**src/design/i2c_rts_pkg.sv**
```systemverilog
// Types and constants of the I2C register transfer sequencer.
// No dependencies; used by the top level and the checker.
package i2c_rts_pkg;

  localparam int MaxLen = 16;               // data buffer depth in bytes
  localparam int IdxW   = $clog2(MaxLen);   // buffer index width
  localparam logic [15:0] TimeoutRst = 16'd100;
  localparam logic ReadBit = 1'b1;

  typedef enum logic [2:0] {
    MODE_LOAD  = 3'd0,
    MODE_READ  = 3'd1,
    MODE_WRITE = 3'd2,
    MODE_STEP  = 3'd3,
    MODE_TICK  = 3'd4
  } mode_e;

  typedef enum logic [2:0] {
    CMD_NONE  = 3'd0,
    CMD_START = 3'd1,
    CMD_SEND  = 3'd2,
    CMD_RACK  = 3'd3,
    CMD_RNACK = 3'd4,
    CMD_STOP  = 3'd5,
    CMD_RESET = 3'd6
  } cmd_e;

  typedef enum logic [3:0] {
    PH_IDLE   = 4'd0,
    PH_SADDR  = 4'd1,
    PH_SREG   = 4'd2,
    PH_WDATA  = 4'd3,
    PH_WSTOP  = 4'd4,
    PH_RSTART = 4'd5,
    PH_RADDR  = 4'd6,
    PH_RONE   = 4'd7,
    PH_RFIRST = 4'd8,
    PH_RMID   = 4'd9,
    PH_RLAST  = 4'd10,
    PH_RSTOP  = 4'd11
  } phase_e;

  // control sequencer: accept, execute, then read/deliver loop for read data
  typedef enum logic [1:0] {
    CTL_IDLE,
    CTL_EXEC,
    CTL_RD,
    CTL_DOUT
  } ctl_e;

  typedef struct packed {
    logic [2:0] mode;
    logic [6:0] dev_addr;
    logic [7:0] reg_addr;
    logic [4:0] length;
    logic [3:0] byte_index;
    logic [7:0] byte_value;
    logic [7:0] rx_byte;
  } req_t;

  typedef struct packed {
    cmd_e       bus_cmd;
    logic [7:0] tx_byte;
    logic       data_valid;
    logic [7:0] data_byte;
    logic [3:0] data_index;
    logic       last;
    logic       busy_res;
  } res_t;

endpackage

```
**src/design/i2c_rts_intf.sv**
```systemverilog
// Channel interfaces of the I2C register transfer sequencer: input items,
// result items and the configuration write. No dependencies.
interface i2c_rts_in_if;
  logic       valid;
  logic       ready;
  logic [2:0] mode;
  logic [6:0] dev_addr;
  logic [7:0] reg_addr;
  logic [4:0] length;
  logic [3:0] byte_index;
  logic [7:0] byte_value;
  logic [7:0] rx_byte;

  modport source (output valid, mode, dev_addr, reg_addr, length, byte_index,
                  byte_value, rx_byte, input ready);
  modport sink   (input valid, mode, dev_addr, reg_addr, length, byte_index,
                  byte_value, rx_byte, output ready);
endinterface

interface i2c_rts_out_if;
  logic       valid;
  logic       ready;
  logic [2:0] bus_cmd;
  logic [7:0] tx_byte;
  logic       data_valid;
  logic [7:0] data_byte;
  logic [3:0] data_index;
  logic       last;
  logic       busy_res;

  modport source (output valid, bus_cmd, tx_byte, data_valid, data_byte, data_index,
                  last, busy_res, input ready);
  modport sink   (input valid, bus_cmd, tx_byte, data_valid, data_byte, data_index,
                  last, busy_res, output ready);
endinterface

interface i2c_rts_cfg_if;
  logic        valid;
  logic        ready;
  logic [15:0] data;

  modport source (output valid, data, input ready);
  modport sink   (input valid, data, output ready);
endinterface

```
**src/design/i2c_register_transfer_sequencer.sv**
```systemverilog
// Top level of the I2C register transfer sequencer.
// Depends on i2c_rts_pkg and the channel interfaces in i2c_rts_intf.sv.
//
// Register-addressed I2C master sequencer: each input item is a buffer load,
// a read or write start, a bus step done event or a timer tick, and yields the
// bus command for the next step. When the result register is free, the
// accept cycle issues the data buffer read and the next cycle uses the read
// data and registers the result. A read completion then delivers one STOP
// item plus one item per data byte, since the drain loop issues one
// registered buffer read per byte. A stalled result holds the sequencer.
// The user writes the timeout register through cfg_if only while the block
// is idle; the block itself does not enforce this.
module i2c_register_transfer_sequencer (
  input  logic             clk_i,
  input  logic             rst_ni,
  i2c_rts_in_if.sink       in_if,
  i2c_rts_out_if.source    out_if,
  i2c_rts_cfg_if.sink      cfg_if
);
  import i2c_rts_pkg::*;

  ctl_e   ctl_q, ctl_d;
  phase_e phase_q, phase_d;
  logic        is_write_q, is_write_d;
  logic [6:0]  tgt_addr_q, tgt_addr_d;
  logic [7:0]  tgt_reg_q, tgt_reg_d;
  logic [4:0]  xfer_len_q, xfer_len_d;
  logic [4:0]  byte_cnt_q, byte_cnt_d;
  logic [15:0] ticks_q, ticks_d;
  logic [15:0] timeout_q;
  logic [IdxW-1:0] dcnt_q;
  req_t req_q;

  logic       out_valid_q;
  res_t       res_q, res_d;

  // data buffer, one write and one registered read per cycle
  logic [7:0]      buf_mem [MaxLen];
  logic [7:0]      rdata_q;
  logic [IdxW-1:0] rd_addr;
  logic            buf_we;
  logic [IdxW-1:0] buf_waddr;
  logic [7:0]      buf_wdata;

  cmd_e        ex_cmd;
  logic [7:0]  ex_tx;
  logic        ex_drain;
  logic [4:0]  len_clamp;
  logic [15:0] ticks_inc;

  logic in_fire, slot_free, commit, dout_fire, load_out, dlast;

  // execute: model step on the latched item, applied only at commit
  always_comb begin
    ex_cmd     = CMD_NONE;
    ex_tx      = '0;
    ex_drain   = 1'b0;
    phase_d    = phase_q;
    is_write_d = is_write_q;
    tgt_addr_d = tgt_addr_q;
    tgt_reg_d  = tgt_reg_q;
    xfer_len_d = xfer_len_q;
    byte_cnt_d = byte_cnt_q;
    ticks_d    = ticks_q;
    buf_we     = 1'b0;
    buf_waddr  = byte_cnt_q[IdxW-1:0];
    buf_wdata  = req_q.rx_byte;
    ticks_inc  = (ticks_q == '1) ? ticks_q : ticks_q + 16'd1;
    if (req_q.length == 5'd0) begin
      len_clamp = 5'd1;
    end else if (req_q.length > 5'(MaxLen)) begin
      len_clamp = 5'(MaxLen);
    end else begin
      len_clamp = req_q.length;
    end

    case (req_q.mode)
      MODE_LOAD: begin
        if (phase_q == PH_IDLE) begin
          buf_we    = 1'b1;
          buf_waddr = req_q.byte_index[IdxW-1:0];
          buf_wdata = req_q.byte_value;
        end
      end
      MODE_READ, MODE_WRITE: begin
        if (phase_q == PH_IDLE) begin
          tgt_addr_d = req_q.dev_addr;
          tgt_reg_d  = req_q.reg_addr;
          xfer_len_d = len_clamp;
          byte_cnt_d = '0;
          is_write_d = (req_q.mode == MODE_WRITE);
          ticks_d    = '0;
          phase_d    = PH_SADDR;
          ex_cmd     = CMD_START;
        end
      end
      MODE_TICK: begin
        if (phase_q != PH_IDLE) begin
          ticks_d = ticks_inc;
          if (ticks_inc > timeout_q) begin
            phase_d = PH_IDLE;
            ex_cmd  = CMD_RESET;
          end
        end
      end
      MODE_STEP: begin
        unique case (phase_q)
          PH_SADDR: begin
            ex_cmd  = CMD_SEND;
            ex_tx   = {tgt_addr_q, 1'b0};
            phase_d = PH_SREG;
          end
          PH_SREG: begin
            ex_cmd  = CMD_SEND;
            ex_tx   = tgt_reg_q;
            phase_d = is_write_q ? PH_WDATA : PH_RSTART;
          end
          PH_WDATA: begin
            ex_cmd     = CMD_SEND;
            ex_tx      = rdata_q;
            byte_cnt_d = byte_cnt_q + 5'd1;
            if (byte_cnt_d >= xfer_len_q) phase_d = PH_WSTOP;
          end
          PH_WSTOP: begin
            ex_cmd  = CMD_STOP;
            phase_d = PH_IDLE;
          end
          PH_RSTART: begin
            ex_cmd  = CMD_START;
            phase_d = PH_RADDR;
          end
          PH_RADDR: begin
            ex_cmd  = CMD_SEND;
            ex_tx   = {tgt_addr_q, ReadBit};
            phase_d = (xfer_len_q == 5'd1) ? PH_RONE : PH_RFIRST;
          end
          PH_RONE: begin
            ex_cmd  = CMD_RNACK;
            phase_d = PH_RSTOP;
          end
          PH_RFIRST: begin
            ex_cmd  = CMD_RACK;
            phase_d = (xfer_len_q == 5'd2) ? PH_RLAST : PH_RMID;
          end
          PH_RMID: begin
            buf_we     = 1'b1;
            ex_cmd     = CMD_RACK;
            byte_cnt_d = byte_cnt_q + 5'd1;
            if ((6'(byte_cnt_d) + 6'd2) >= {1'b0, xfer_len_q}) phase_d = PH_RLAST;
          end
          PH_RLAST: begin
            buf_we     = 1'b1;
            ex_cmd     = CMD_RNACK;
            byte_cnt_d = byte_cnt_q + 5'd1;
            phase_d    = PH_RSTOP;
          end
          PH_RSTOP: begin
            buf_we   = 1'b1;
            ex_cmd   = CMD_STOP;
            phase_d  = PH_IDLE;
            ex_drain = 1'b1;
          end
          default: ;
        endcase
      end
      default: ;
    endcase
  end

  // sequencer next state
  always_comb begin
    ctl_d = ctl_q;
    unique case (ctl_q)
      CTL_IDLE: if (in_fire) ctl_d = CTL_EXEC;
      CTL_EXEC: if (commit) ctl_d = ex_drain ? CTL_RD : CTL_IDLE;
      CTL_RD:   ctl_d = CTL_DOUT;
      CTL_DOUT: if (dout_fire) ctl_d = dlast ? CTL_IDLE : CTL_RD;
      default:  ctl_d = CTL_IDLE;
    endcase
  end

  // sequencer outputs
  always_comb begin
    in_if.ready = (ctl_q == CTL_IDLE);
    in_fire     = in_if.valid && (ctl_q == CTL_IDLE);
    slot_free   = !out_valid_q || out_if.ready;
    commit      = (ctl_q == CTL_EXEC) && slot_free;
    dout_fire   = (ctl_q == CTL_DOUT) && slot_free;
    load_out    = commit || dout_fire;
    dlast       = (dcnt_q == IdxW'(xfer_len_q - 5'd1));
    // read port: drain counter while delivering, else the transfer byte slot
    rd_addr     = (ctl_q == CTL_RD || ctl_q == CTL_DOUT) ? dcnt_q
                                                         : byte_cnt_q[IdxW-1:0];
    res_d = '0;
    if (ctl_q == CTL_DOUT) begin
      res_d.bus_cmd    = CMD_NONE;
      res_d.data_valid = 1'b1;
      res_d.data_byte  = rdata_q;
      res_d.data_index = 4'(dcnt_q);
      res_d.last       = dlast;
    end else begin
      res_d.bus_cmd  = ex_cmd;
      res_d.tx_byte  = ex_tx;
      res_d.last     = !ex_drain;
      res_d.busy_res = (phase_d != PH_IDLE);
    end
  end

  assign cfg_if.ready = 1'b1;

  always_ff @(posedge clk_i or negedge rst_ni) begin
    if (!rst_ni) begin
      ctl_q       <= CTL_IDLE;
      phase_q     <= PH_IDLE;
      is_write_q  <= 1'b0;
      tgt_addr_q  <= '0;
      tgt_reg_q   <= '0;
      xfer_len_q  <= 5'd1;
      byte_cnt_q  <= '0;
      ticks_q     <= '0;
      timeout_q   <= TimeoutRst;
      dcnt_q      <= '0;
      out_valid_q <= 1'b0;
    end else begin
      ctl_q <= ctl_d;
      if (cfg_if.valid) timeout_q <= cfg_if.data;
      if (commit) begin
        phase_q    <= phase_d;
        is_write_q <= is_write_d;
        tgt_addr_q <= tgt_addr_d;
        tgt_reg_q  <= tgt_reg_d;
        xfer_len_q <= xfer_len_d;
        byte_cnt_q <= byte_cnt_d;
        ticks_q    <= ticks_d;
      end
      if (commit && ex_drain) begin
        dcnt_q <= '0;
      end else if (dout_fire && !dlast) begin
        dcnt_q <= dcnt_q + IdxW'(1);
      end
      if (load_out) begin
        out_valid_q <= 1'b1;
      end else if (out_if.ready) begin
        out_valid_q <= 1'b0;
      end
    end
  end

  always_ff @(posedge clk_i) begin
    if (in_fire) begin
      req_q.mode       <= in_if.mode;
      req_q.dev_addr   <= in_if.dev_addr;
      req_q.reg_addr   <= in_if.reg_addr;
      req_q.length     <= in_if.length;
      req_q.byte_index <= in_if.byte_index;
      req_q.byte_value <= in_if.byte_value;
      req_q.rx_byte    <= in_if.rx_byte;
    end
    if (load_out) res_q <= res_d;
  end

  // Buffer writes land only at commit; the next read of that slot is issued
  // in a later cycle (drain starts in CTL_RD), so no bypass is needed.
  always_ff @(posedge clk_i) begin
    if (commit && buf_we) buf_mem[buf_waddr] <= buf_wdata;
    rdata_q <= buf_mem[rd_addr];
  end

  assign out_if.valid      = out_valid_q;
  assign out_if.bus_cmd    = res_q.bus_cmd;
  assign out_if.tx_byte    = res_q.tx_byte;
  assign out_if.data_valid = res_q.data_valid;
  assign out_if.data_byte  = res_q.data_byte;
  assign out_if.data_index = res_q.data_index;
  assign out_if.last       = res_q.last;
  assign out_if.busy_res   = res_q.busy_res;

endmodule

```
**src/flat_wrapper.sv**
```systemverilog
// flat-port wrapper written by rule: the top's interface ports become plain ports
module i2c_register_transfer_sequencer_flat import i2c_rts_pkg::*;
  (clk_i, rst_ni, in_if_valid, in_if_mode, in_if_dev_addr, in_if_reg_addr, in_if_length, in_if_byte_index, in_if_byte_value, in_if_rx_byte, in_if_ready, out_if_valid, out_if_bus_cmd, out_if_tx_byte, out_if_data_valid, out_if_data_byte, out_if_data_index, out_if_last, out_if_busy_res, out_if_ready, cfg_if_valid, cfg_if_data, cfg_if_ready);
  i2c_rts_in_if in_if_i ();
  i2c_rts_out_if out_if_i ();
  i2c_rts_cfg_if cfg_if_i ();
  input  logic clk_i;
  input  logic rst_ni;
  input wire logic [$bits(in_if_i.valid)-1:0] in_if_valid;
  input wire logic [$bits(in_if_i.mode)-1:0] in_if_mode;
  input wire logic [$bits(in_if_i.dev_addr)-1:0] in_if_dev_addr;
  input wire logic [$bits(in_if_i.reg_addr)-1:0] in_if_reg_addr;
  input wire logic [$bits(in_if_i.length)-1:0] in_if_length;
  input wire logic [$bits(in_if_i.byte_index)-1:0] in_if_byte_index;
  input wire logic [$bits(in_if_i.byte_value)-1:0] in_if_byte_value;
  input wire logic [$bits(in_if_i.rx_byte)-1:0] in_if_rx_byte;
  output wire logic [$bits(in_if_i.ready)-1:0] in_if_ready;
  output wire logic [$bits(out_if_i.valid)-1:0] out_if_valid;
  output wire logic [$bits(out_if_i.bus_cmd)-1:0] out_if_bus_cmd;
  output wire logic [$bits(out_if_i.tx_byte)-1:0] out_if_tx_byte;
  output wire logic [$bits(out_if_i.data_valid)-1:0] out_if_data_valid;
  output wire logic [$bits(out_if_i.data_byte)-1:0] out_if_data_byte;
  output wire logic [$bits(out_if_i.data_index)-1:0] out_if_data_index;
  output wire logic [$bits(out_if_i.last)-1:0] out_if_last;
  output wire logic [$bits(out_if_i.busy_res)-1:0] out_if_busy_res;
  input wire logic [$bits(out_if_i.ready)-1:0] out_if_ready;
  input wire logic [$bits(cfg_if_i.valid)-1:0] cfg_if_valid;
  input wire logic [$bits(cfg_if_i.data)-1:0] cfg_if_data;
  output wire logic [$bits(cfg_if_i.ready)-1:0] cfg_if_ready;
  assign in_if_i.valid = in_if_valid;
  assign in_if_i.mode = in_if_mode;
  assign in_if_i.dev_addr = in_if_dev_addr;
  assign in_if_i.reg_addr = in_if_reg_addr;
  assign in_if_i.length = in_if_length;
  assign in_if_i.byte_index = in_if_byte_index;
  assign in_if_i.byte_value = in_if_byte_value;
  assign in_if_i.rx_byte = in_if_rx_byte;
  assign in_if_ready = in_if_i.ready;
  assign out_if_valid = out_if_i.valid;
  assign out_if_bus_cmd = out_if_i.bus_cmd;
  assign out_if_tx_byte = out_if_i.tx_byte;
  assign out_if_data_valid = out_if_i.data_valid;
  assign out_if_data_byte = out_if_i.data_byte;
  assign out_if_data_index = out_if_i.data_index;
  assign out_if_last = out_if_i.last;
  assign out_if_busy_res = out_if_i.busy_res;
  assign out_if_i.ready = out_if_ready;
  assign cfg_if_i.valid = cfg_if_valid;
  assign cfg_if_i.data = cfg_if_data;
  assign cfg_if_ready = cfg_if_i.ready;
  i2c_register_transfer_sequencer u_core (.clk_i(clk_i), .rst_ni(rst_ni), .in_if(in_if_i), .out_if(out_if_i), .cfg_if(cfg_if_i));
endmodule
```
**config.mk**
```make
export PLATFORM = sky130hd
export DESIGN_NAME = i2c_register_transfer_sequencer_flat
export DESIGN_NICKNAME = d
export VERILOG_FILES = /design/src/design/i2c_rts_pkg.sv /design/src/design/i2c_rts_intf.sv /design/src/design/i2c_register_transfer_sequencer.sv /design/src/flat_wrapper.sv
export SDC_FILE = /design/constraint.sdc
export NUM_CORES = 1
export LEC_CHECK = 0
export ABC_AREA = 1
export BUFFER_PORTS_ARGS = -buffer_cell sky130_fd_sc_hd__buf_2
export CAP_MARGIN = 25
export CORE_MARGIN = 1.5
export CORE_UTILIZATION = 50
export CTS_BUF_LIST = sky130_fd_sc_hd__clkbuf_16
export CTS_CLUSTER_DIAMETER = 30
export CTS_CLUSTER_SIZE = 8
export DETAILED_ROUTE_END_ITERATION = 7
export PLACE_DENSITY_LB_ADDON = 0.15
export RECOVER_POWER = 100
export SETUP_SLACK_MARGIN = 0.1
export SLEW_MARGIN = 30
export SYNTH_ARGS = -nofsm -noshare
export SYNTH_HDL_FRONTEND = slang
export SYNTH_SLANG_ARGS = --single-unit
```
**constraint.sdc**
```tcl
create_clock -name clk_i -period 6.9 [get_ports clk_i]
set_input_delay 1.38 -clock clk_i [delete_from_list [all_inputs] [get_ports clk_i]]
set_output_delay 1.38 -clock clk_i [all_outputs]
set_load 0.005 [all_outputs]
```
; Yosys cells after proc, flatten, opt, wreduce, memory -nomap -nowiden
; Memory sizes are Yosys's and may differ from the RTL's. A register that Yosys moved wholly into a read port is not among the register bits.
; Index checks and enable logic that the tools add are counted.
[word_totals]
mem_count = 1
out_inout_bits = 29
wordCells = 147
ff_bits = 138
mem_bits_rw = 128
[mem_list]
columns = memory, depth, width, rd, rd_ports_with_merged_regs, write_ports, line_no
row1 = u_core.buf_mem, 16, 8, 1, 1, 1, i2c_register_transfer_sequencer.sv:38  ; logic [7:0] buf_mem [MaxLen];
[op_classes]
add_sub_neg = 5
n_mux = 49
order_cmp = 4
bitwise = 1
n_reduce_logical = 34
eq_ne = 28
[ops]
columns = operator, n
row1 = 2-to-1 mux 16 bit, 3
row2 = 2-to-1 mux 4 bit, 11
row3 = case mux 4 bit (9 select lines), 1
row4 = case mux 16 bit (2 select lines), 1
row5 = case mux 8 bit (4 select lines), 1
row6 = 2-to-1 mux 5 bit, 4
row7 = adder 16 x 1 -> 16 bit (second input constant), 1
row8 = equality test 16 bit (second input constant), 1
row9 = equality test 4 x 3 -> 1 bit (second input constant), 4
row10 = equality test 4 bit (second input constant), 4
row11 = > comparator 16 bit, 1
row12 = 2-to-1 mux 8 bit, 2
row13 = case mux 3 bit (5 select lines), 1
row14 = 2-to-1 mux 13 bit, 1
row15 = 2-to-1 mux 2 bit, 6
row16 = case mux 4 bit (3 select lines), 1
row17 = 2-to-1 mux 1 bit, 10
row18 = inequality test 2 x 1 -> 1 bit (second input constant), 5
row19 = case mux 5 bit (2 select lines), 1
row20 = OR reduction 2 bit, 5
row21 = 2-to-1 mux 3 bit, 3
row22 = case mux 3 bit (3 select lines), 1
row23 = equality test 4 x 2 -> 1 bit (second input constant), 2
row24 = case mux 2 bit (4 select lines), 1
row25 = other kinds (32), 50

; Logic depth before layout (Yosys ltp)
; Gate-level depths: netlist (run 1).
[logic_depth]
depth_word = 7
ltp_mapped = 27

; Worst setup path before layout (run 1)
; Ideal clock, no wire load.
[synth_timing]
kind = input port to flip-flop
startpoint = input port in_if_valid
endpoint = register u_core.req_q[0] (netlist bit) (enable)
setup_slack_ns = 2.050
cell_stages = 2
t_arrival_ns = 4.353
cell_sequence = inv_1 nor3_1
[synth_between]
elab_chain_cells = 1
[synth_rtl]
columns = item, line_no
row1 = start: declaration, flat_wrapper.sv:9  ; input wire logic [$bits(in_if_i.valid)-1:0] in_if_valid;
row2 = logical AND 1 bit, i2c_register_transfer_sequencer.sv:185  ; in_fire = in_if.valid && (ctl_q == CTL_IDLE);
row3 = via u_core.in_fire, i2c_register_transfer_sequencer.sv:51  ; logic in_fire, slot_free, commit, dout_fire, load_out, dlast;
row4 = end: declaration, i2c_register_transfer_sequencer.sv:32  ; req_t req_q;
; The timed path passes the listed nets, and every way through them passes these cells.
; A chain may end at the register's enable or synchronous reset.

; Final worst setup path (run 1)
[layout_timing]
startpoint = register u_core.ctl_q[1]
endpoint = register u_core.rdata_q[4], read port of u_core.buf_mem
[layout_between]
elab_chain_cells = 3
[layout_rtl]
columns = item, line_no
row1 = start: declaration, i2c_register_transfer_sequencer.sv:22  ; ctl_e ctl_q, ctl_d;
row2 = start signal: assignment, i2c_register_transfer_sequencer.sv:225  ; ctl_q <= ctl_d;
row3 = equality test 2 bit, i2c_register_transfer_sequencer.sv:192  ; rd_addr = (ctl_q == CTL_RD || ctl_q == CTL_DOUT) ? dcnt_q
row4 = logical OR 1 bit (*), i2c_register_transfer_sequencer.sv:192
row5 = 2-to-1 mux 4 bit (*), i2c_register_transfer_sequencer.sv:192
row6 = end: declaration, i2c_register_transfer_sequencer.sv:39  ; logic [7:0] rdata_q;
; Mark *: on every way between the ends. The rest lies on a longest branch, timed or not.

==> out/metrics.json, run 1 <==
{
  "clock_tree.htree_level_count": {"value": 2},
  "clockRootBuffer": {"value": "sky130_fd_sc_hd__clkbuf_16"},
  "fin_tns_setup": {"value": 0, "unit": "ns"},
  "final_max_slew_viol_count": {"value": 149},
  "initial_antenna_violation_count": {"value": 0},
  "seq_power_share": {"value": 0.335},
  "min-delay-start": {"value": "u_core.req_q[38]"},
  "setup_viol": {"value": 0},
  "number_of_register_bits_inferred_by_synthesis": {"value": 274},
  "max_freq": {"value": 224, "unit": "MHz"},
  "report.power.total": {"value": 6930, "unit": "uW"},
  "worstSetupEndpoint": {"value": "u_core.rdata_q[4]"},
  "synth-async-reset-ratio": {"value": 0.252},
  "timing.critical_path.from_type": {"value": "flip-flop"},
  "post-dp-hpwl": {"value": 18800, "unit": "um"},
  "cts_tree": {"value": "done"},
  "mostFrequentLayoutCells": {"value": "sky130_fd_sc_hd__inv_1 (207), sky130_fd_sc_hd__nand2_1 (200), sky130_fd_sc_hd__edfxtp_1 (197)"},
  "die_w": {"value": 161, "unit": "um"},
  "setup.worst_path.class": {"value": "reg2reg"},
  "worst_skew_pair_latency": {"value": 0.56, "unit": "ns"},
  "seq_area_frac_synth": {"value": 0.629},
  "number_of_nets_with_antenna_violations_after_detailed_routing": {"value": 0},
  "power.switching_fraction": {"value": 0.348},
  "intPower": {"value": 4520, "unit": "uW"},
  "place_congestion": {"value": 0.895},
  "max_slew.worst_pin.slew": {"value": 2.61, "unit": "ns"},
  "timing.reg2reg.setup_slack": {"value": 2.43, "unit": "ns"},
  "coreArea": {"value": 24300, "unit": "sq um"},
  "critical_path_peak_fanout": {"value": 74},
  "drt-vias-per-instance": {"value": 5.23},
  "maxCapViolations": {"value": 4},
  "yosysWarningCount": {"value": 0},
  "max_slew_margin_vs_limit": {"value": -0.740},
  "crit_start": {"value": "u_core.ctl_q[1]"},
  "floorplan.initialDensity": {"value": 0.511},
  "largest_net_degree_at_the_start_of_global_routing": {"value": 75},
  "setup_fix_bufs_post_cts": {"value": 0},
  "grt_setup_unrepaired": {"value": "no"},
  "layout.cells.most_common": {"value": "sky130_fd_sc_hd__inv_1"},
  "globalRouteTotalUtil": {"value": 0.222},
  "dp_worst_setup_slack": {"value": 3.33, "unit": "ns"},
  "grt_first_pass_wirelength": {"value": 44800, "unit": "um"},
  "power.share.clock": {"value": 0.372},
  "detailroute.via_count": {"value": 8825},
  "detail_route.wirelength": {"value": 28000, "unit": "um"},
  "io_buffer_count": {"value": 91},
  "seq_area": {"value": 7810, "unit": "sq um"},
  "max-clock-path-buffers": {"value": 3},
  "initialDrtViolationCount": {"value": 775},
  "detail_route.wl_per_cell": {"value": 16.6, "unit": "um"},
  "hold-worst-slack": {"value": 0.433, "unit": "ns"},
  "synth.cell_area": {"value": 12400, "unit": "sq um"},
  "synthDistinctLibCells": {"value": 45},
  "num_antenna_cells": {"value": 0},
  "cp-end-kind": {"value": "flip-flop"},
  "number_of_global_route_vias_before_repair": {"value": 8629},
  "clock_buffer_count_from_cts": {"value": 54},
  "final_critical_path_setup_slack": {"value": 2.43, "unit": "ns"},
  "final.period_utilization": {"value": 0.647},
  "layout.filler_cells": {"value": 2021},
  "hp-class": {"value": "reg2reg"},
  "synth-edff-count": {"value": 197},
  "finalWorstPathRequiredPeriod": {"value": 4.47, "unit": "ns"},
  "r2r.worst_path.cells": {"value": 7},
  "grt_remaining_overflow": {"value": 0},
  "route.detailed.drc": {"value": 0},
  "clk_pin_slew": {"value": 0.05, "unit": "ns"},
  "worst_ir_drop_vdd": {"value": 0.000274, "unit": "V"},
  "layout-drive-gt1-share": {"value": 0.136},
  "reg2reg_from": {"value": "u_core.ctl_q[1]"},
  "timing.final.hold_violations": {"value": 0},
  "die_height": {"value": 161, "unit": "um"},
  "post_synthesis_average_cell_area": {"value": 10.3, "unit": "sq um"},
  "arrival": {"value": 4.88, "unit": "ns"},
  "dr.pass1.iters": {"value": 5},
  "rr_endpoint": {"value": "u_core.rdata_q[4]"},
  "ys_dominant_reg_cell": {"value": "sky130_fd_sc_hd__edfxtp_1"},
  "crit_required": {"value": 7.31, "unit": "ns"},
  "cts.hold.buffers_added": {"value": 0},
  "design.final.nets": {"value": 1416},
  "p_leak": {"value": 0.00646, "unit": "uW"},
  "combPwrFrac": {"value": 0.293},
  "synth_cells": {"value": 1200},
  "row_count": {"value": 57},
  "cts_resized": {"value": 0},
  "final.setup_skew": {"value": 0.0256, "unit": "ns"},
  "io_pins": {"value": 93},
  "cts.sinks": {"value": 274},
  "multi_input_area": {"value": 3650, "unit": "sq um"},
  "failed_checks": {"value": "capacitance limit, slew limit"},
  "synthToLayoutAreaGrowth": {"value": 20.4, "unit": "%"},
  "outcome": {"value": "finished with violations"},
  "powerDensity": {"value": 463, "unit": "nW/um^2"},
  "synth_nets": {"value": 1296},
  "switch_pwr": {"value": 2410, "unit": "uW"},
  "die_area": {"value": 25800, "unit": "sq um"}
}
routing by layer:
metal | vias to the layer above | wire, um | GRT usage
met5 | - | 0 | 0
met4 | 0 | 607 | 0.0735
met3 | 45 | 1860 | 0.0424
met2 | 293 | 13000 | 0.352
met1 | 4151 | 12500 | 0.309
li1 | 4336 | - | -
layout make-up:
type | count | area share
repair buffers | 98 | 0.0326
flip-flops and latches | 274 | 0.522
inverters | 200 | 0.0503
clock buffers | 54 | 0.0904
multi-input cells | 692 | 0.244
clock inverters | 45 | 0.0327
well taps | 324 | 0.0271
state kept, by name (all words and copies together) (netlist names), 7 cells and up:
register                 count
u_core.buf_mem             128
u_core.req_q                43
u_core.ticks_q              16
u_core.timeout_q            16
u_core.out_if.data_byte      8
u_core.out_if.tx_byte        8
u_core.rdata_q               8
u_core.tgt_reg_q             8
u_core.tgt_addr_q            7
power by group through the flow:
stage	Clock, uW	Combinational, uW	Sequential (uW)
floorplan	0	1440	2290
global placement	0	2020	2340
detailed placement	0	2040	2340
CTS	2610	2060	2320
global route	2700	2290	2350
finish	2570	2030	2320
worst min path at each step:
stage	to	slack, ns	cells past startpoint
5_1_grt	u_core.tgt_addr_q[0]	0.46	2
6_report	u_core.tgt_addr_q[5]	0.43	2
3_3_place_gp	u_core.tgt_addr_q[4]	0.42	2
2_1_floorplan	u_core.tgt_addr_q[0]	0.42	2
4_1_cts	u_core.tgt_addr_q[5]	0.44	2
3_5_place_dp	u_core.tgt_addr_q[4]	0.43	2
stage by stage:
step                utilization  std cells  instance area [sq um]
floorplan                     -       1200                  12400
global placement          0.542       1588                  13200
detailed placement        0.542       1588                  13200
CTS                       0.618       1687                  15000
global route              0.615       1687                  14900
finish                    0.615       1687                  14900
critical path, cell delays in order (launching register included):
cell	delay [ns]
sky130_fd_sc_hd__dfrtp_1	0.73
sky130_fd_sc_hd__nand2_1	0.21
sky130_fd_sc_hd__o21ai_4	0.09
sky130_fd_sc_hd__buf_4	0.44
sky130_fd_sc_hd__clkbuf_1	1.90
sky130_fd_sc_hd__a21oi_1	0.35
sky130_fd_sc_hd__o221ai_1	0.45
sky130_fd_sc_hd__nand2_1	0.12
cells in the mapped netlist, types with 14 or more instances:
master / n / area [sq um]
sky130_fd_sc_hd__edfxtp_1: 197 / 5920
sky130_fd_sc_hd__nand2_1: 198 / 743
sky130_fd_sc_hd__a21oi_1: 76 / 380
sky130_fd_sc_hd__ha_1: 32 / 400
sky130_fd_sc_hd__xor2_1: 14 / 123
sky130_fd_sc_hd__o22ai_1: 19 / 119
sky130_fd_sc_hd__inv_1: 192 / 721
sky130_fd_sc_hd__dfrtp_1: 65 / 1630
sky130_fd_sc_hd__nor2_1: 87 / 327
sky130_fd_sc_hd__o21ai_1: 15 / 75.1
sky130_fd_sc_hd__o211ai_1: 21 / 158
sky130_fd_sc_hd__buf_2: 16 / 80.1
sky130_fd_sc_hd__nand3_1: 59 / 295
sky130_fd_sc_hd__o21ai_0: 93 / 465
kinds of logic (layout without fill, tap and decap cells):
| logic type | after synthesis | count (layout) | synth area share |
|---|---|---|---|
| AND/OR/NAND/NOR | 386 | 386 | 0.133 |
| flip-flops | 274 | 274 | 0.629 |
| AO/OA/AOI/OAI | 246 | 246 | 0.111 |
| buffers and inverters | 234 | 397 | 0.0740 |
| adder cells (fa/ha/maj) | 32 | 32 | 0.0322 |
| XOR/XNOR | 18 | 18 | 0.0127 |
| multiplexers | 9 | 9 | 0.00816 |
| other | 1 | 1 | 0.000302 |
Power figures use the tool's default switching activity.
==> run 2: changes to the inputs <==
--- a/config.mk
+++ b/config.mk
@@ -5,7 +5,7 @@
 export SDC_FILE = /design/constraint.sdc
 export NUM_CORES = 1
 export LEC_CHECK = 0
-export ABC_AREA = 1
+export ABC_AREA = 0
 export BUFFER_PORTS_ARGS = -buffer_cell sky130_fd_sc_hd__buf_2
 export CAP_MARGIN = 25
 export CORE_MARGIN = 1.5
==> constraint.sdc (replaced) <==
create_clock -name clk_i -period 4 [get_ports clk_i]
set_input_delay 0.8 -clock clk_i [delete_from_list [all_inputs] [get_ports clk_i]]
set_output_delay 0.8 -clock clk_i [all_outputs]
set_load 0.005 [all_outputs]
==> run 2 against run 1 <==
Against the previous run:
- the flow still finishes with violations (capacitance limit, slew limit)
- combinational power grew 15%
- die area shrank 0.99%
- clock skew grew 0.0027 ns
- register-to-register slack lost 2.2 ns
- maximum frequency grew 20%
- setup slack lost 2.2 ns
- worst hold slack lost 0.013 ns
- sequential cell count is the same
- synthesized cell count shrank 26%
- design area grew 0.20%
- critical path depth is the same
- critical path type unchanged
- highest routed layer unchanged
==> out/metrics.json, run 2 <==
{
  "critical_path_peak_fanout": {"value": 15, "change": "-80%"},
  "number_of_register_bits_inferred_by_synthesis": {"value": 274, "change": "unchanged"},
  "reg_top3": {"value": "u_core.buf_mem: 128 flops, u_core.req_q: 43 flops"},
  "grt_remaining_overflow": {"value": 0, "change": "unchanged"},
  "hold-worst-slack": {"value": 0.420, "unit": "ns", "change": "-0.0132 ns"},
  "synth-edff-count": {"value": 197, "change": "unchanged"},
  "fin_cells": {"value": 1397, "change": "-17%"},
  "layout.cells.most_common": {"value": "sky130_fd_sc_hd__edfxtp_1"},
  "clk_pin_slew": {"value": 0.05, "unit": "ns", "change": "about the same"},
  "layout.filler_cells": {"value": 1902, "change": "-5.9%"},
  "worst_ir_drop_vdd": {"value": 0.000407, "unit": "V", "change": "+49%"},
  "io_buffer_count": {"value": 91, "change": "unchanged"},
  "power.share.clock": {"value": 0.423, "change": "+0.051"},
  "worst_skew_pair_latency": {"value": 0.55, "unit": "ns", "change": "about the same"},
  "setup_fix_bufs_post_cts": {"value": 0, "change": "unchanged"},
  "failed_checks": {"value": "capacitance limit, slew limit"},
  "synthToLayoutAreaGrowth": {"value": 21.8, "unit": "%"},
  "io_pins": {"value": 93, "change": "unchanged"},
  "yosys.cell_count.top_type": {"value": "sky130_fd_sc_hd__edfxtp_1"},
  "cts_tree": {"value": "done"},
  "globalRouteTotalUtil": {"value": 0.212, "change": "-0.0100"},
  "hp-class": {"value": "in2reg"},
  "synth.top_cell.area_share": {"value": 0.481, "change": "+0.00485"},
  "synth_cells": {"value": 892, "change": "-26%"},
  "cts.sinks": {"value": 274, "change": "unchanged"},
  "row_count": {"value": 57, "change": "unchanged"},
  "post_synth_main_area_contributors": {"value": "sky130_fd_sc_hd__edfxtp_1 (48%), sky130_fd_sc_hd__dfrtp_1 (13%), sky130_fd_sc_hd__mux4_2 (5.9%), sky130_fd_sc_hd__ha_1 (3.3%), sky130_fd_sc_hd__nand2_1 (1.8%)"},
  "die_w": {"value": 160, "unit": "um", "change": "-0.50%"},
  "yosysWarningCount": {"value": 0, "change": "unchanged"},
  "layout-drive-gt1-share": {"value": 0.214, "change": "+0.0786"},
  "detailroute.via_count": {"value": 7638, "change": "-13%"},
  "crit_required": {"value": 4.22, "unit": "ns", "change": "-3.09 ns"},
  "number_of_global_route_vias_before_repair": {"value": 7722, "change": "-11%"},
  "regMostFlops": {"value": "u_core.buf_mem"},
  "initial_antenna_violation_count": {"value": 0, "change": "unchanged"},
  "cts.hold.buffers_added": {"value": 0, "change": "unchanged"},
  "seq_area_frac_synth": {"value": 0.635, "change": "+0.00640"},
  "setup_viol": {"value": 0, "change": "unchanged"},
  "max_freq": {"value": 268, "unit": "MHz", "change": "+20%"},
  "synth_top_cell_by_area": {"value": "sky130_fd_sc_hd__edfxtp_1"},
  "synth_nets": {"value": 988, "change": "-24%"},
  "maxCapViolations": {"value": 3, "change": "-1"},
  "post-dp-hpwl": {"value": 17100, "unit": "um", "change": "-8.7%"},
  "max_slew_margin_vs_limit": {"value": -0.453, "change": "+0.288"},
  "max_slew.worst_pin.slew": {"value": 2.18, "unit": "ns", "change": "-0.432 ns"},
  "dp_worst_setup_slack": {"value": 0.409, "unit": "ns", "change": "-2.93 ns"},
  "clockRootBuffer": {"value": "sky130_fd_sc_hd__clkbuf_16"},
  "clock_tree.htree_level_count": {"value": 2, "change": "unchanged"},
  "arrival": {"value": 3.95, "unit": "ns", "change": "-0.93 ns"},
  "outcome": {"value": "finished with violations"},
  "fin_tns_setup": {"value": 0, "unit": "ns", "change": "unchanged"},
  "layout.core_utilization": {"value": 0.618, "change": "+0.00304"},
  "setup.worst_path.class": {"value": "reg2reg"},
  "grt_first_pass_wirelength": {"value": 41700, "unit": "um", "change": "-7.0%"},
  "adder_and_majority_gate_portion_of_the_synthesized_area": {"value": 0.0326, "change": "+0.000328"},
  "grt_setup_unrepaired": {"value": "no"},
  "design.final.nets": {"value": 1125, "change": "-21%"},
  "final.setup_skew": {"value": 0.0283, "unit": "ns", "change": "+0.00268 ns"},
  "route.detailed.drc": {"value": 0, "change": "unchanged"},
  "dp_cells": {"value": 1295, "change": "-18%"},
  "max-clock-path-buffers": {"value": 3, "change": "unchanged"},
  "largest_net_degree_at_the_start_of_global_routing": {"value": 70, "change": "-6.7%"},
  "drt-vias-per-instance": {"value": 5.47, "change": "+4.5%"},
  "synth.cell_area": {"value": 12300, "unit": "sq um", "change": "-1.0%"},
  "ys_top_cells_by_count": {"value": "sky130_fd_sc_hd__edfxtp_1 (197), sky130_fd_sc_hd__dfrtp_1 (65), sky130_fd_sc_hd__nand2_1 (59)"},
  "synth_simple_gate_area_share": {"value": 0.103, "change": "-0.0306"},
  "synth-async-reset-ratio": {"value": 0.252, "change": "unchanged"},
  "intPower": {"value": 7760, "unit": "uW", "change": "+72%"},
  "number_of_nets_with_antenna_violations_after_detailed_routing": {"value": 0, "change": "unchanged"},
  "timing.critical_path.from_type": {"value": "flip-flop"},
  "synthDistinctLibCells": {"value": 79, "change": "+76%"},
  "seq_power_share": {"value": 0.360, "change": "+0.025"},
  "place_congestion": {"value": 0.850, "change": "-5.0%"},
  "dominant_combinational_cell_family_by_area_after_synthesis": {"value": "simple AND/OR/NAND/NOR gates"},
  "switch_pwr": {"value": 3000, "unit": "uW", "change": "+25%"},
  "combPwrFrac": {"value": 0.217, "change": "-0.076"},
  "powerDensity": {"value": 719, "unit": "nW/um^2", "change": "+55%"},
  "floorplan.initialDensity": {"value": 0.507, "change": "-0.00366"},
  "critical_path.max_stage_delay": {"value": 0.75, "unit": "ns", "change": "-1.15 ns"},
  "crit_path_cell_trace": {"value": "or4_1 > nor4_4 > clkbuf_1 > a22oi_1 > or3_1 > nor2_1 > clkbuf_2"},
  "power.switching_fraction": {"value": 0.279, "change": "-0.0685"},
  "cp_slowest_cell": {"value": "sky130_fd_sc_hd__clkbuf_1"},
  "synth_xor_xnor_area_share": {"value": 0.0182, "change": "+0.00552"},
  "die_area": {"value": 25500, "unit": "sq um", "change": "-0.99%"},
  "initialDrtViolationCount": {"value": 450, "change": "-42%"},
  "finalWorstPathRequiredPeriod": {"value": 3.73, "unit": "ns", "change": "-0.740 ns"},
  "num_antenna_cells": {"value": 0, "change": "unchanged"},
  "die_height": {"value": 160, "unit": "um", "change": "-0.50%"},
  "post_synthesis_average_cell_area": {"value": 13.8, "unit": "sq um", "change": "+33%"},
  "yosys-mux-area-fraction": {"value": 0.102, "change": "+0.0943"},
  "final_critical_path_setup_slack": {"value": 0.273, "unit": "ns", "change": "-2.16 ns"},
  "detail_route.wl_per_cell": {"value": 18.7, "unit": "um", "change": "+13%"},
  "timing.final.hold_violations": {"value": 0, "change": "unchanged"},
  "fraction_of_the_mapped_netlist_area_in_compound_gates": {"value": 0.0822, "change": "-0.0285"},
  "final_max_slew_viol_count": {"value": 123, "change": "-17%"},
  "largest_register_ffs": {"value": 128, "change": "unchanged"},
  "detail_route.wirelength": {"value": 26200, "unit": "um", "change": "-6.5%"},
  "mostFrequentLayoutCells": {"value": "sky130_fd_sc_hd__edfxtp_1 (197), sky130_fd_sc_hd__buf_2 (75), sky130_fd_sc_hd__dfrtp_1 (65)"},
  "cp-end-kind": {"value": "flip-flop"},
  "dr.pass1.iters": {"value": 5, "change": "unchanged"},
  "clock_buffer_count_from_cts": {"value": 56, "change": "+3.7%"},
  "ys_dominant_reg_cell": {"value": "sky130_fd_sc_hd__edfxtp_1"},
  "p_leak": {"value": 0.00581, "unit": "uW", "change": "-10%"},
  "coreArea": {"value": 24200, "unit": "sq um", "change": "-0.29%"},
  "final.period_utilization": {"value": 0.932, "change": "+0.284"}
}
-- run 2: changes by cell type after synthesis, moves of 19 or more --
| cell | previous run | this run |
|---|---|---|
| sky130_fd_sc_hd__mux2i_1 | 0 | 21 |
| sky130_fd_sc_hd__o21ai_0 | 93 | 41 |
| sky130_fd_sc_hd__nand2_1 | 198 | 59 |
| sky130_fd_sc_hd__a21oi_1 | 76 | 42 |
| sky130_fd_sc_hd__nor2_1 | 87 | 56 |
| sky130_fd_sc_hd__mux4_2 | 0 | 32 |
| sky130_fd_sc_hd__nand3_1 | 59 | 27 |
| sky130_fd_sc_hd__inv_1 | 192 | 33 |
| sky130_fd_sc_hd__o211ai_1 | 21 | 2 |
-- run 2: area by class of cell --
class / count / area (sq um) / share of cell area
Clock buffer: 58 / 1450 / 0.0969
Clock inverter: 44 / 444 / 0.0297
Inverter: 35 / 131 / 0.00877
Multi-Input combinational cell: 541 / 4140 / 0.277
Sequential cell: 274 / 7810 / 0.521
Tap cell: 324 / 405 / 0.0271
Timing Repair Buffer: 121 / 592 / 0.0395
-- run 2: per-stage QoR --
stage	total power, uW	instance area [sq um]
after global placement	6290	13200
after global routing	11300	15000
after CTS	10900	15100
after detailed placement	6330	13200
after floorplan	5540	12300
final	10800	15000
-- run 2: what timing repair did --
action                                 in CTS  in global routing
gates resized for setup                     0                  1
endpoints found under the hold margin       0                  0
setup endpoints to repair                   0                  1
-- run 2: cells by family after synthesis --
family          Yosys count
mux                      82
other cells               1
xor+xnor                 24
flops                   274
simple gates            246
buf+inv                  77
fa+ha+maj                32
compound gates          156
-- run 2: worst paths after layout --
path / cells past startpoint / start / end / slack [ns]
max in group asynchronous: 2 / rst_ni / u_core.tgt_reg_q[1] / 2.11
worst min register to register: 1 / u_core.req_q[28] / u_core.tgt_reg_q[3] / 0.45
worst max-delay path: 7 / u_core.phase_q[2] / u_core.buf_mem[5][4] / 0.27
min in group asynchronous: 2 / rst_ni / u_core.ticks_q[14] / 0.81
worst min-delay path: 1 / in_if_byte_index[3] / u_core.req_q[19] / 0.42
worst max register to register: 7 / u_core.phase_q[2] / u_core.buf_mem[5][4] / 0.27
-- run 2: critical path, delay by kind of cell (launching register included) --
family	cells	cell delay, ns
AND/OR/NAND/NOR	4	1.67
buffers and inverters	2	1.02
flip-flops	1	0.37
AO/OA/AOI/OAI	1	0.34
-- run 2: power groups by stage --
stage / combinational, uW / sequential, uW / clock [uW]
final: 2340 / 3870 / 4550
after floorplan: 1740 / 3800 / 0
after CTS: 2430 / 3870 / 4620
after global placement: 2380 / 3910 / 0
after detailed placement: 2420 / 3910 / 0
after global routing: 2580 / 3930 / 4780
-- run 2: metal layers --
layer,vias to the layer above,track usage,wire length [um]
met5,-,0,0
met4,0,0.0765,705
met3,48,0.0416,1230
met2,190,0.353,12700
met1,3726,0.278,11500
li1,3674,-,-
